## src/hw/rtl/ohb_pkg.sv

```systemverilog
package ohb_pkg;

    localparam int DEPTH   = 64;
    localparam int DATA_W  = 32;
    localparam int CNT_W   = 7;
    localparam int IDX_W   = 6;

    localparam logic ACT_INSERT = 1'b0;
    localparam logic ACT_DUMP   = 1'b1;

    typedef struct packed {
        logic              action;
        logic [DATA_W-1:0] in_reading;
    } t_in;

    typedef struct packed {
        logic [DATA_W-1:0] out_reading;
        logic              last_of_dump;
        logic [CNT_W-1:0]  dump_count;
        logic              buffer_empty;
    } t_out;

    // shift moves every cell one place down the ring, load_new feeds the head
    // from the input instead of the tail
    typedef struct packed {
        logic shift;
        logic load_new;
    } t_chain_ctl;

endpackage

```

## src/hw/rtl/overwrite_oldest_history_buffer_core.sv

```systemverilog
// channel  | direction | handshake             | payload
// in       | input     | i_in_valid/o_in_stall | i_in_data  (t_in)
// out      | output    | o_out_valid/i_out_stall | o_out_data (t_out)
// cfg      | input     | i_cfg_valid/o_cfg_ready | i_cfg_data (buffer_size)
//
// an insert item is taken while no dump is busy, back to back, and shifts the cell ring
// a non-empty dump item rotates the 64-cell ring once around,
// emitting its dump_count items from the tail cell, one per cycle unless the output stalls
// an empty dump sets busy, then registers its one item once the output slot is free
// reset (synchronous, active low) clears the count and sets size to 64; cells are not cleared
// output stall freezes the ring rotation only while entries are being emitted
module overwrite_oldest_history_buffer_core (
    input  logic                        i_clk,
    input  logic                        i_rst_n,
    input  logic                        i_in_valid,
    output logic                        o_in_stall,
    input  ohb_pkg::t_in                i_in_data,
    output logic                        o_out_valid,
    input  logic                        i_out_stall,
    output ohb_pkg::t_out               o_out_data,
    input  logic                        i_cfg_valid,
    output logic                        o_cfg_ready,
    input  logic [ohb_pkg::CNT_W-1:0]   i_cfg_data
);

    ohb_pkg::t_chain_ctl         chain_ctl;
    logic [ohb_pkg::DATA_W-1:0]  cell_q [ohb_pkg::DEPTH];
    logic [ohb_pkg::DATA_W-1:0]  head_d;

    ohb_ctrl u_ctrl (
        .i_clk       (i_clk),
        .i_rst_n     (i_rst_n),
        .i_in_valid  (i_in_valid),
        .i_in_action (i_in_data.action),
        .o_in_stall  (o_in_stall),
        .i_cfg_valid (i_cfg_valid),
        .i_cfg_data  (i_cfg_data),
        .o_cfg_ready (o_cfg_ready),
        .i_tail      (cell_q[ohb_pkg::DEPTH-1]),
        .o_ctl       (chain_ctl),
        .o_out_valid (o_out_valid),
        .i_out_stall (i_out_stall),
        .o_out_data  (o_out_data)
    );

    // newest reading enters at cell 0; during a dump the tail wraps to the head
    assign head_d = chain_ctl.load_new ? i_in_data.in_reading : cell_q[ohb_pkg::DEPTH-1];

    for (genvar g = 0; g < ohb_pkg::DEPTH; g++) begin : g_cell
        if (g == 0) begin : g_head
            ohb_cell u_cell (
                .i_clk   (i_clk),
                .i_shift (chain_ctl.shift),
                .i_d     (head_d),
                .o_q     (cell_q[g])
            );
        end else begin : g_body
            ohb_cell u_cell (
                .i_clk   (i_clk),
                .i_shift (chain_ctl.shift),
                .i_d     (cell_q[g-1]),
                .o_q     (cell_q[g])
            );
        end
    end

`ifndef NO_ASSERTIONS
    a_empty_form: assert property (@(posedge i_clk) disable iff (!i_rst_n)
        o_out_valid && o_out_data.buffer_empty |->
            o_out_data.last_of_dump && (o_out_data.dump_count == '0)
            && (o_out_data.out_reading == '0))
        else $error("empty dump item malformed");

    a_count_range: assert property (@(posedge i_clk) disable iff (!i_rst_n)
        o_out_valid && !o_out_data.buffer_empty |->
            (o_out_data.dump_count != '0)
            && (o_out_data.dump_count <= ohb_pkg::CNT_W'(ohb_pkg::DEPTH)))
        else $error("dump count out of range");

    a_dump_busy: assert property (@(posedge i_clk) disable iff (!i_rst_n)
        o_out_valid && !o_out_data.last_of_dump |-> o_in_stall)
        else $error("dump ended before its final item");
`endif

endmodule

```

## src/hw/rtl/ohb_cell.sv

```systemverilog
module ohb_cell (
    input  logic                        i_clk,
    input  logic                        i_shift,
    input  logic [ohb_pkg::DATA_W-1:0]  i_d,
    output logic [ohb_pkg::DATA_W-1:0]  o_q
);

    logic [ohb_pkg::DATA_W-1:0] r_data;

    always_ff @(posedge i_clk) begin
        if (i_shift) begin
            r_data <= i_d;
        end
    end

    assign o_q = r_data;

endmodule

```

## src/hw/rtl/ohb_ctrl.sv

```systemverilog
module ohb_ctrl (
    input  logic                        i_clk,
    input  logic                        i_rst_n,
    input  logic                        i_in_valid,
    input  logic                        i_in_action,
    output logic                        o_in_stall,
    input  logic                        i_cfg_valid,
    input  logic [ohb_pkg::CNT_W-1:0]   i_cfg_data,
    output logic                        o_cfg_ready,
    input  logic [ohb_pkg::DATA_W-1:0]  i_tail,
    output ohb_pkg::t_chain_ctl         o_ctl,
    output logic                        o_out_valid,
    input  logic                        i_out_stall,
    output ohb_pkg::t_out               o_out_data
);

    logic                       r_busy;
    logic [ohb_pkg::IDX_W-1:0]  r_step;
    logic [ohb_pkg::CNT_W-1:0]  r_count;
    logic [ohb_pkg::CNT_W-1:0]  r_size;
    logic                       r_out_valid;
    ohb_pkg::t_out              r_out;

    logic                       in_fire;
    logic                       ins;
    logic                       cfg_fire;
    logic                       slot_free;
    logic [ohb_pkg::CNT_W:0]    phase_sum;
    logic                       out_phase;
    logic                       rot;
    logic                       emit_data;
    logic                       emit_empty;
    logic                       step_last;
    logic [ohb_pkg::CNT_W-1:0]  n_size;

    assign o_in_stall  = r_busy;
    assign o_cfg_ready = ~r_busy;
    assign in_fire     = i_in_valid & ~r_busy;
    assign ins         = in_fire & (i_in_action == ohb_pkg::ACT_INSERT);
    assign cfg_fire    = i_cfg_valid & ~r_busy;
    assign slot_free   = ~r_out_valid | ~i_out_stall;

    // the oldest held entry reaches the tail cell once step + count hits the depth
    assign phase_sum = {2'b00, r_step} + {1'b0, r_count};
    assign out_phase = phase_sum >= (ohb_pkg::CNT_W+1)'(ohb_pkg::DEPTH);
    assign step_last = r_step == ohb_pkg::IDX_W'(ohb_pkg::DEPTH - 1);

    assign rot        = r_busy & (r_count != '0) & (~out_phase | slot_free);
    assign emit_data  = r_busy & (r_count != '0) & out_phase & slot_free;
    assign emit_empty = r_busy & (r_count == '0) & slot_free;

    assign o_ctl.shift    = ins | rot;
    assign o_ctl.load_new = ins;

    always_comb begin
        if (i_cfg_data == '0) begin
            n_size = ohb_pkg::CNT_W'(1);
        end else if (i_cfg_data > ohb_pkg::CNT_W'(ohb_pkg::DEPTH)) begin
            n_size = ohb_pkg::CNT_W'(ohb_pkg::DEPTH);
        end else begin
            n_size = i_cfg_data;
        end
    end

    always_ff @(posedge i_clk) begin
        if (!i_rst_n) begin
            r_busy      <= 1'b0;
            r_step      <= '0;
            r_count     <= '0;
            r_size      <= ohb_pkg::CNT_W'(ohb_pkg::DEPTH);
            r_out_valid <= 1'b0;
        end else begin
            if (cfg_fire) begin
                r_size  <= n_size;
                r_count <= '0;
            end else if (ins && (r_count < r_size)) begin
                r_count <= r_count + 1'b1;
            end

            if (in_fire && (i_in_action == ohb_pkg::ACT_DUMP)) begin
                r_busy <= 1'b1;
                r_step <= '0;
            end else if (emit_empty) begin
                r_busy <= 1'b0;
            end else if (rot) begin
                r_step <= r_step + 1'b1;
                if (step_last) begin
                    r_busy <= 1'b0;
                end
            end

            if (emit_data || emit_empty) begin
                r_out_valid <= 1'b1;
            end else if (!i_out_stall) begin
                r_out_valid <= 1'b0;
            end
        end
    end

    always_ff @(posedge i_clk) begin
        if (emit_empty) begin
            r_out.out_reading  <= '0;
            r_out.last_of_dump <= 1'b1;
            r_out.dump_count   <= '0;
            r_out.buffer_empty <= 1'b1;
        end else if (emit_data) begin
            r_out.out_reading  <= i_tail;
            r_out.last_of_dump <= step_last;
            r_out.dump_count   <= r_count;
            r_out.buffer_empty <= 1'b0;
        end
    end

    assign o_out_valid = r_out_valid;
    assign o_out_data  = r_out;

endmodule
```

## config.mk

```make
export PLATFORM = sky130hd
export DESIGN_NAME = overwrite_oldest_history_buffer_core
export DESIGN_NICKNAME = d
export VERILOG_FILES = /design/src/hw/rtl/ohb_pkg.sv /design/src/hw/rtl/overwrite_oldest_history_buffer_core.sv /design/src/hw/rtl/ohb_cell.sv /design/src/hw/rtl/ohb_ctrl.sv
export SDC_FILE = /design/constraint.sdc
export NUM_CORES = 1
export LEC_CHECK = 0
export ABC_AREA = 0
export BUFFER_PORTS_ARGS = -buffer_cell sky130_fd_sc_hd__buf_2
export CORE_ASPECT_RATIO = 1.2
export CORE_MARGIN = 2
export CORE_UTILIZATION = 57
export CTS_CLUSTER_SIZE = 12
export DETAILED_ROUTE_END_ITERATION = 12
export GPL_ROUTABILITY_DRIVEN = 0
export PLACE_DENSITY_LB_ADDON = 0.12
export SLEW_MARGIN = 20
export SYNTH_ARGS = -nofsm -noshare
export SYNTH_HDL_FRONTEND = slang
export SYNTH_HIERARCHICAL = 1
export SYNTH_SLANG_ARGS = --single-unit
```

## constraint.sdc

```tcl
create_clock -name i_clk -period 88 [get_ports i_clk]
set_input_delay 17.6 -clock i_clk [delete_from_list [all_inputs] [get_ports i_clk]]
set_output_delay 17.6 -clock i_clk [all_outputs]
set_load 0.02 [all_outputs]
```

# ---- Yosys cells after proc, flatten, opt, wreduce, memory -nomap -nowiden
# Index checks and enable logic that the tools add are counted.
dict set report op_classes {
  n_addsub 3
  magnitude_cmp 3
  eq_ne 2
  mux 9
  bitwise_logic 19
  reduce_logical 12
}
# cell n
set op_table {}
lappend op_table {{$mux W32} 1}
lappend op_table {{$logic_not A7 Y1} 2}
lappend op_table {{$mux W7} 2}
lappend op_table {{$and A1 B1 Y1} 9}
lappend op_table {{$add A6 B7 Y8} 1}
lappend op_table {{$ge A8 B7 Y1 const B} 1}
lappend op_table {{$add A7 B1 Y7 const B} 1}
lappend op_table {{$gt A7 B7 Y1 const B} 1}
lappend op_table {{$lt A7 B7 Y1} 1}
lappend op_table {{$not A1 Y1} 7}
lappend op_table {{$reduce_bool A7 Y1} 1}
lappend op_table {{$add A6 B1 Y6 const B} 1}
lappend op_table {{$eq A6 B6 Y1 const B} 1}
lappend op_table {{$mux W1} 6}
lappend op_table {{$reduce_bool A3 Y1} 2}
lappend op_table {{$reduce_and A2 Y1} 2}
lappend op_table {{$reduce_or A2 Y1} 2}
lappend op_table {{$or A1 B1 Y1} 3}
lappend op_table {{$logic_and A1 B1 Y1} 2}
lappend op_table {{$ne A2 B1 Y1 const B} 1}
lappend op_table {{$logic_or A1 B1 Y1} 1}
dict set report word_totals {
  regBits 2111
  out_inout_bits 44
}

# ---- Depth between registers and ports, before layout
dict set report depth {
  depth_word 8
  ltp_mapped 9
}

# ---- By module
# Netlist, hierarchy kept.
# mod instances cells_per_inst area_each_um2 seq_area_each_um2
set by_module_without_submodules {}
lappend by_module_without_submodules {ohb_cell 64 32 960.9 960.9}
lappend by_module_without_submodules {ohb_ctrl 1 351 2972.9 1261.2}
lappend by_module_without_submodules {overwrite_oldest_history_buffer_core 1 36 544.3 0.0}

# ---- Least setup slack after synthesis
# No wires, ideal clock.
dict set report synth_timing {
  kind {input-to-reg}
  from {input i_out_stall}
  to {register g_cell[0].g_head.u_cell.r_data, in the netlist g_cell[0].g_head.u_cell/o_q[0], enable pin}
  t_arrival_ns 42.381
  t_required_ns 86.395
  setup_slack_ns 44.014
  stages 5
  path_buffers 1
  cell_sequence {nand2_1 -> nor4_2 -> buf_6 -> nor2_1 -> or2_2}
}
# element line_no
set synth_rtl {}
lappend synth_rtl {{start: declaration} overwrite_oldest_history_buffer_core.sv:19} ;# input logic i_out_stall,
lappend synth_rtl {{end signal: assignment} ohb_cell.sv:12} ;# r_data <= i_d;
lappend synth_rtl {{end: declaration} ohb_cell.sv:8} ;# logic [ohb_pkg::DATA_W-1:0] r_data;

==> impl_metrics.env <==
export IMPL_htreeDepth=4
export IMPL_synthArstFlopShare_pct=0
export IMPL_min_path_type="flop to flop"
export IMPL_yosys_top_cells_area="edfxtp_1 95%, dfxtp_1 1.9%, mux2_4 0.69%"
export IMPL_core_region_area_sq_um=113000
export IMPL_worstPathRequired_ns=88.40
export IMPL_synth_area_sq_um=65000
export IMPL_yosys_top_cells_count="2,048 x edfxtp_1, 63 x dfxtp_1, 52 x a21oi_1, 48 x nand3_1, 44 x o21ai_0"
export IMPL_rr_worst_depth=12
export IMPL_num_vias=22694
export IMPL_path_depth=10
export IMPL_setup_worst_path_start_class="primary input"
export IMPL_ys_seq_area_share_pct=96.5
export IMPL_synth_area_leader_cell="edfxtp_1"
export IMPL_switchingPower_mw=0.370
export IMPL_setup_ws_ns=65.05
export IMPL_p_per_area_nw_per_um2=26.8
export IMPL_totalNegativeSetupSlack_ns=0
export IMPL_rrSetupSlack_ns=80.46
export IMPL_p_leak_nw=23.7
export IMPL_gr_total_overflow=0
export IMPL_die_area_sq_um=117000
export IMPL_cp_num_buf_inv=6
export IMPL_grt_util_all_layers_pct=14.7
export IMPL_netlist_cell_type_count=52
export IMPL_ctsResizeCount=0
export IMPL_ant_nets=0
export IMPL_port_buffers=88
export IMPL_postCtsHoldBufs=0
export IMPL_fp_dieH_microns=374
export IMPL_grt_start_max_net_pins=211
export IMPL_synth_fp_nets=2496
export IMPL_cpPeakStageDelay_ns=0.91
export IMPL_area_delta_synth_final_pct=12.4
export IMPL_crit_start="i_out_stall"
export IMPL_ff_latch_area_sq_um=62800
export IMPL_crit_end="g_cell[30].g_body.u_cell/o_q[19]"
export IMPL_preCtsSetupSlack_ns=64.11
export IMPL_worstPathArrival_ns=23.34
export IMPL_syn_area_per_cell_sq_um=26.7
export IMPL_multiInputGateArea_sq_um=2060
export IMPL_rsz0062_at_grt="false"
export IMPL_crit_top_cell="buf_4"
export IMPL_clockPowerShare_pct=38.9
export IMPL_p_seq_share_pct=59.7
export IMPL_ys_flop_type="edfxtp_1"
export IMPL_comb_power_share_pct=1.4
export IMPL_crit_slowest_cell="buf_4"
export IMPL_cts_tree="built"
export IMPL_drive_above_1_share_pct=13.5
export IMPL_worstPathCellList="buf_2 -> nand2_1 -> nor4_2 -> nor2_1 -> or2_4 -> buf_4 -> buf_4 -> buf_4 -> buf_4 -> buf_4"
export IMPL_syn_inst=2435
export IMPL_initial_core_util_pct=57.5
export IMPL_cellInternalPower_mw=1.59
export IMPL_timing_final_crit_share_pct=26.1
export IMPL_setup_viol=0
export IMPL_drv_slew=0
export IMPL_max_cap_violations=0
export IMPL_outcome="finished, final reports clean"
export IMPL_hpwl_microns=40800
export IMPL_crit_fanout=91
export IMPL_clock_sinks=2111
export IMPL_cts_root_buf="clkbuf_16"
export IMPL_worstSetupPathType="primary input to flop"
export IMPL_yosysMostFrequentCell="edfxtp_1"
export IMPL_nets=2784
export IMPL_relSlewSlack_pct=24.7
export IMPL_reg2reg_to="g_cell[30].g_body.u_cell/o_q[19]"
export IMPL_synth_top_area_share_pct=94.6
export IMPL_ir_drop_mv=0.0182
export IMPL_swShare_pct=18.9
export IMPL_crit_family="buffers and inverters"
export IMPL_hold_viol_final=0
export IMPL_synth_seq_cells=2111
export IMPL_cts_buffers=198
export IMPL_grt_pass1_vias=22803
export IMPL_clock_path_buffers=3
export IMPL_worst_slew_pin_slew_ns=1.13
export IMPL_r2r_start="u_ctrl/r_count[0]"
export IMPL_crit_path_end_kind="flop"
export IMPL_drt_pass1_iterations=7
export IMPL_ioPinCount=89
export IMPL_drt_wl_total_microns=84200
export IMPL_die_x_microns=312
export IMPL_ys_warnings_count=6
export IMPL_clk_pin_slew_ns=0.06
export IMPL_drc=0
export IMPL_std_cell_rows=135
export IMPL_cts_setup_buffers=0
export IMPL_grt_first_pass_wirelength_microns=133000
export IMPL_n_fill_cell=7152
export IMPL_fmaxAchievable_ghz=0.0436
export IMPL_finClkSkew_ns=0.0281
export IMPL_fin_crit_ns=22.95
export IMPL_avgRoutedWirePerCell_microns=19.3
export IMPL_antenna_found_initial=5
export IMPL_vias_per_cell=5.21
export IMPL_clkLatencyLatePin_ns=0.79
export IMPL_synth_edf_count=2048
export IMPL_first_iter_violations=2355
[stage by stage]
step / cell area (sq um) / std cells / hold slack, ns / power, mW / util [%]
2_1_floorplan: 65000 / 2435 / 0.400 / 1.26 / -
3_3_place_gp: 67400 / 4030 / 0.400 / 1.22 / 59.7
3_5_place_dp: 67400 / 4030 / 0.405 / 1.22 / 59.7
4_1_cts: 73100 / 4354 / 0.388 / 1.98 / 64.7
5_1_grt: 73100 / 4354 / 0.403 / 2.03 / 64.7
6_report: 73100 / 4355 / 0.392 / 1.96 / 64.7
[power groups by stage]
stage | combinational, mW | sequential, mW | clock (mW)
CTS | 0.0290 | 1.17 | 0.784
floorplan | 0.0201 | 1.24 | 0
detailed placement | 0.0294 | 1.19 | 0
global route | 0.0316 | 1.17 | 0.823
finish | 0.0283 | 1.17 | 0.760
global placement | 0.0276 | 1.19 | 0
[cell families after synthesis]
group | synth area share, %
buffers and inverters | 0.354
xor gates and xnor gates | 0.0135
and+or+nand+nor | 1.01
DFF | 96.5
adders and majority gates | 0.319
muxes | 0.758
AOI/OAI and AO/OA | 1.01
[routing by layer]
layer	GRT usage (%)	routed length, microns	share of wire (%)	vias to the layer above
met1	24.0	42100	50	11736
met5	0	0	0	-
met3	3.64	4330	5.1	168
met2	19.3	35800	43	430
li1	-	-	-	10360
met4	5.60	1980	2.4	0
[state kept, by name, summed over array words and instances, names as in the netlist]
signal,count
u_ctrl/r_size,7
g_cell.g_head.u_cell/o_q,32
u_ctrl/o_out_valid,1
u_ctrl/r_count,7
u_ctrl/o_in_stall,1
u_ctrl/r_step,6
u_ctrl/o_out_data,41
g_cell.g_body.u_cell/o_q,2016
[worst reg2reg max path, stage by stage, from the launching register on]
cell	delay, ns
dfxtp_1	0.52
ha_1	0.33
fa_1	0.26
nand4_2	0.14
a2111oi_4	0.45
nor4_2	0.19
nor2_1	0.23
or2_4	0.82
buf_4	0.79
buf_4	0.79
buf_4	0.80
buf_4	0.83
buf_4	0.94
[worst min-delay path by stage]
| stage | from | to | slack [ns] | cells past startpoint |
|---|---|---|---|---|
| 2_1_floorplan | g_cell[9].g_body.u_cell/o_q[0] | g_cell[10].g_body.u_cell/o_q[0] | 0.40 | 0 |
| 5_1_grt | g_cell[27].g_body.u_cell/o_q[10] | g_cell[28].g_body.u_cell/o_q[10] | 0.40 | 0 |
| 6_report | g_cell[20].g_body.u_cell/o_q[9] | g_cell[21].g_body.u_cell/o_q[9] | 0.39 | 0 |
| 4_1_cts | g_cell[20].g_body.u_cell/o_q[9] | g_cell[21].g_body.u_cell/o_q[9] | 0.39 | 0 |
| 3_3_place_gp | g_cell[36].g_body.u_cell/o_q[25] | g_cell[37].g_body.u_cell/o_q[25] | 0.40 | 0 |
| 3_5_place_dp | g_cell[11].g_body.u_cell/o_q[4] | g_cell[12].g_body.u_cell/o_q[4] | 0.40 | 0 |
[final cells by class]
| class | count | share of cell area [%] |
|---|---|---|
| flip-flops and latches | 2111 | 85.9 |
| well taps | 1507 | 2.58 |
| repair buffers | 116 | 0.940 |
| diodes | 1 | 0.00342 |
| multi-input cells | 286 | 2.82 |
| clock inverters | 17 | 0.245 |
| inverters | 10 | 0.0513 |
| clock buffers | 307 | 7.51 |
[cell usage in the layout, fill, tap and decap left out, types with 3 or more instances in the layout]
cell type / synthesis / layout
edfxtp_1: 2048 / 2048
clkbuf_16: 0 / 202
clkbuf_1: 9 / 101
buf_2: 8 / 88
dfxtp_1: 63 / 63
a21oi_1: 52 / 52
nand3_1: 48 / 47
o21ai_0: 44 / 44
mux2_4: 30 / 30
buf_4: 3 / 23
nand2_1: 18 / 18
ha_1: 15 / 15
inv_1: 10 / 10
or3_1: 7 / 7
nor2b_1: 6 / 6
and3_1: 6 / 6
clkinv_8: 0 / 5
clkinv_2: 0 / 5
nor2_1: 7 / 5
nor3b_1: 5 / 5
inv_6: 0 / 4
clkbuf_8: 0 / 4
nor3_1: 5 / 4
o21ai_1: 4 / 4
buf_6: 2 / 3
or4_1: 3 / 3
a31o_2: 3 / 3
Note: power is estimated with default switching activity, not from simulation.
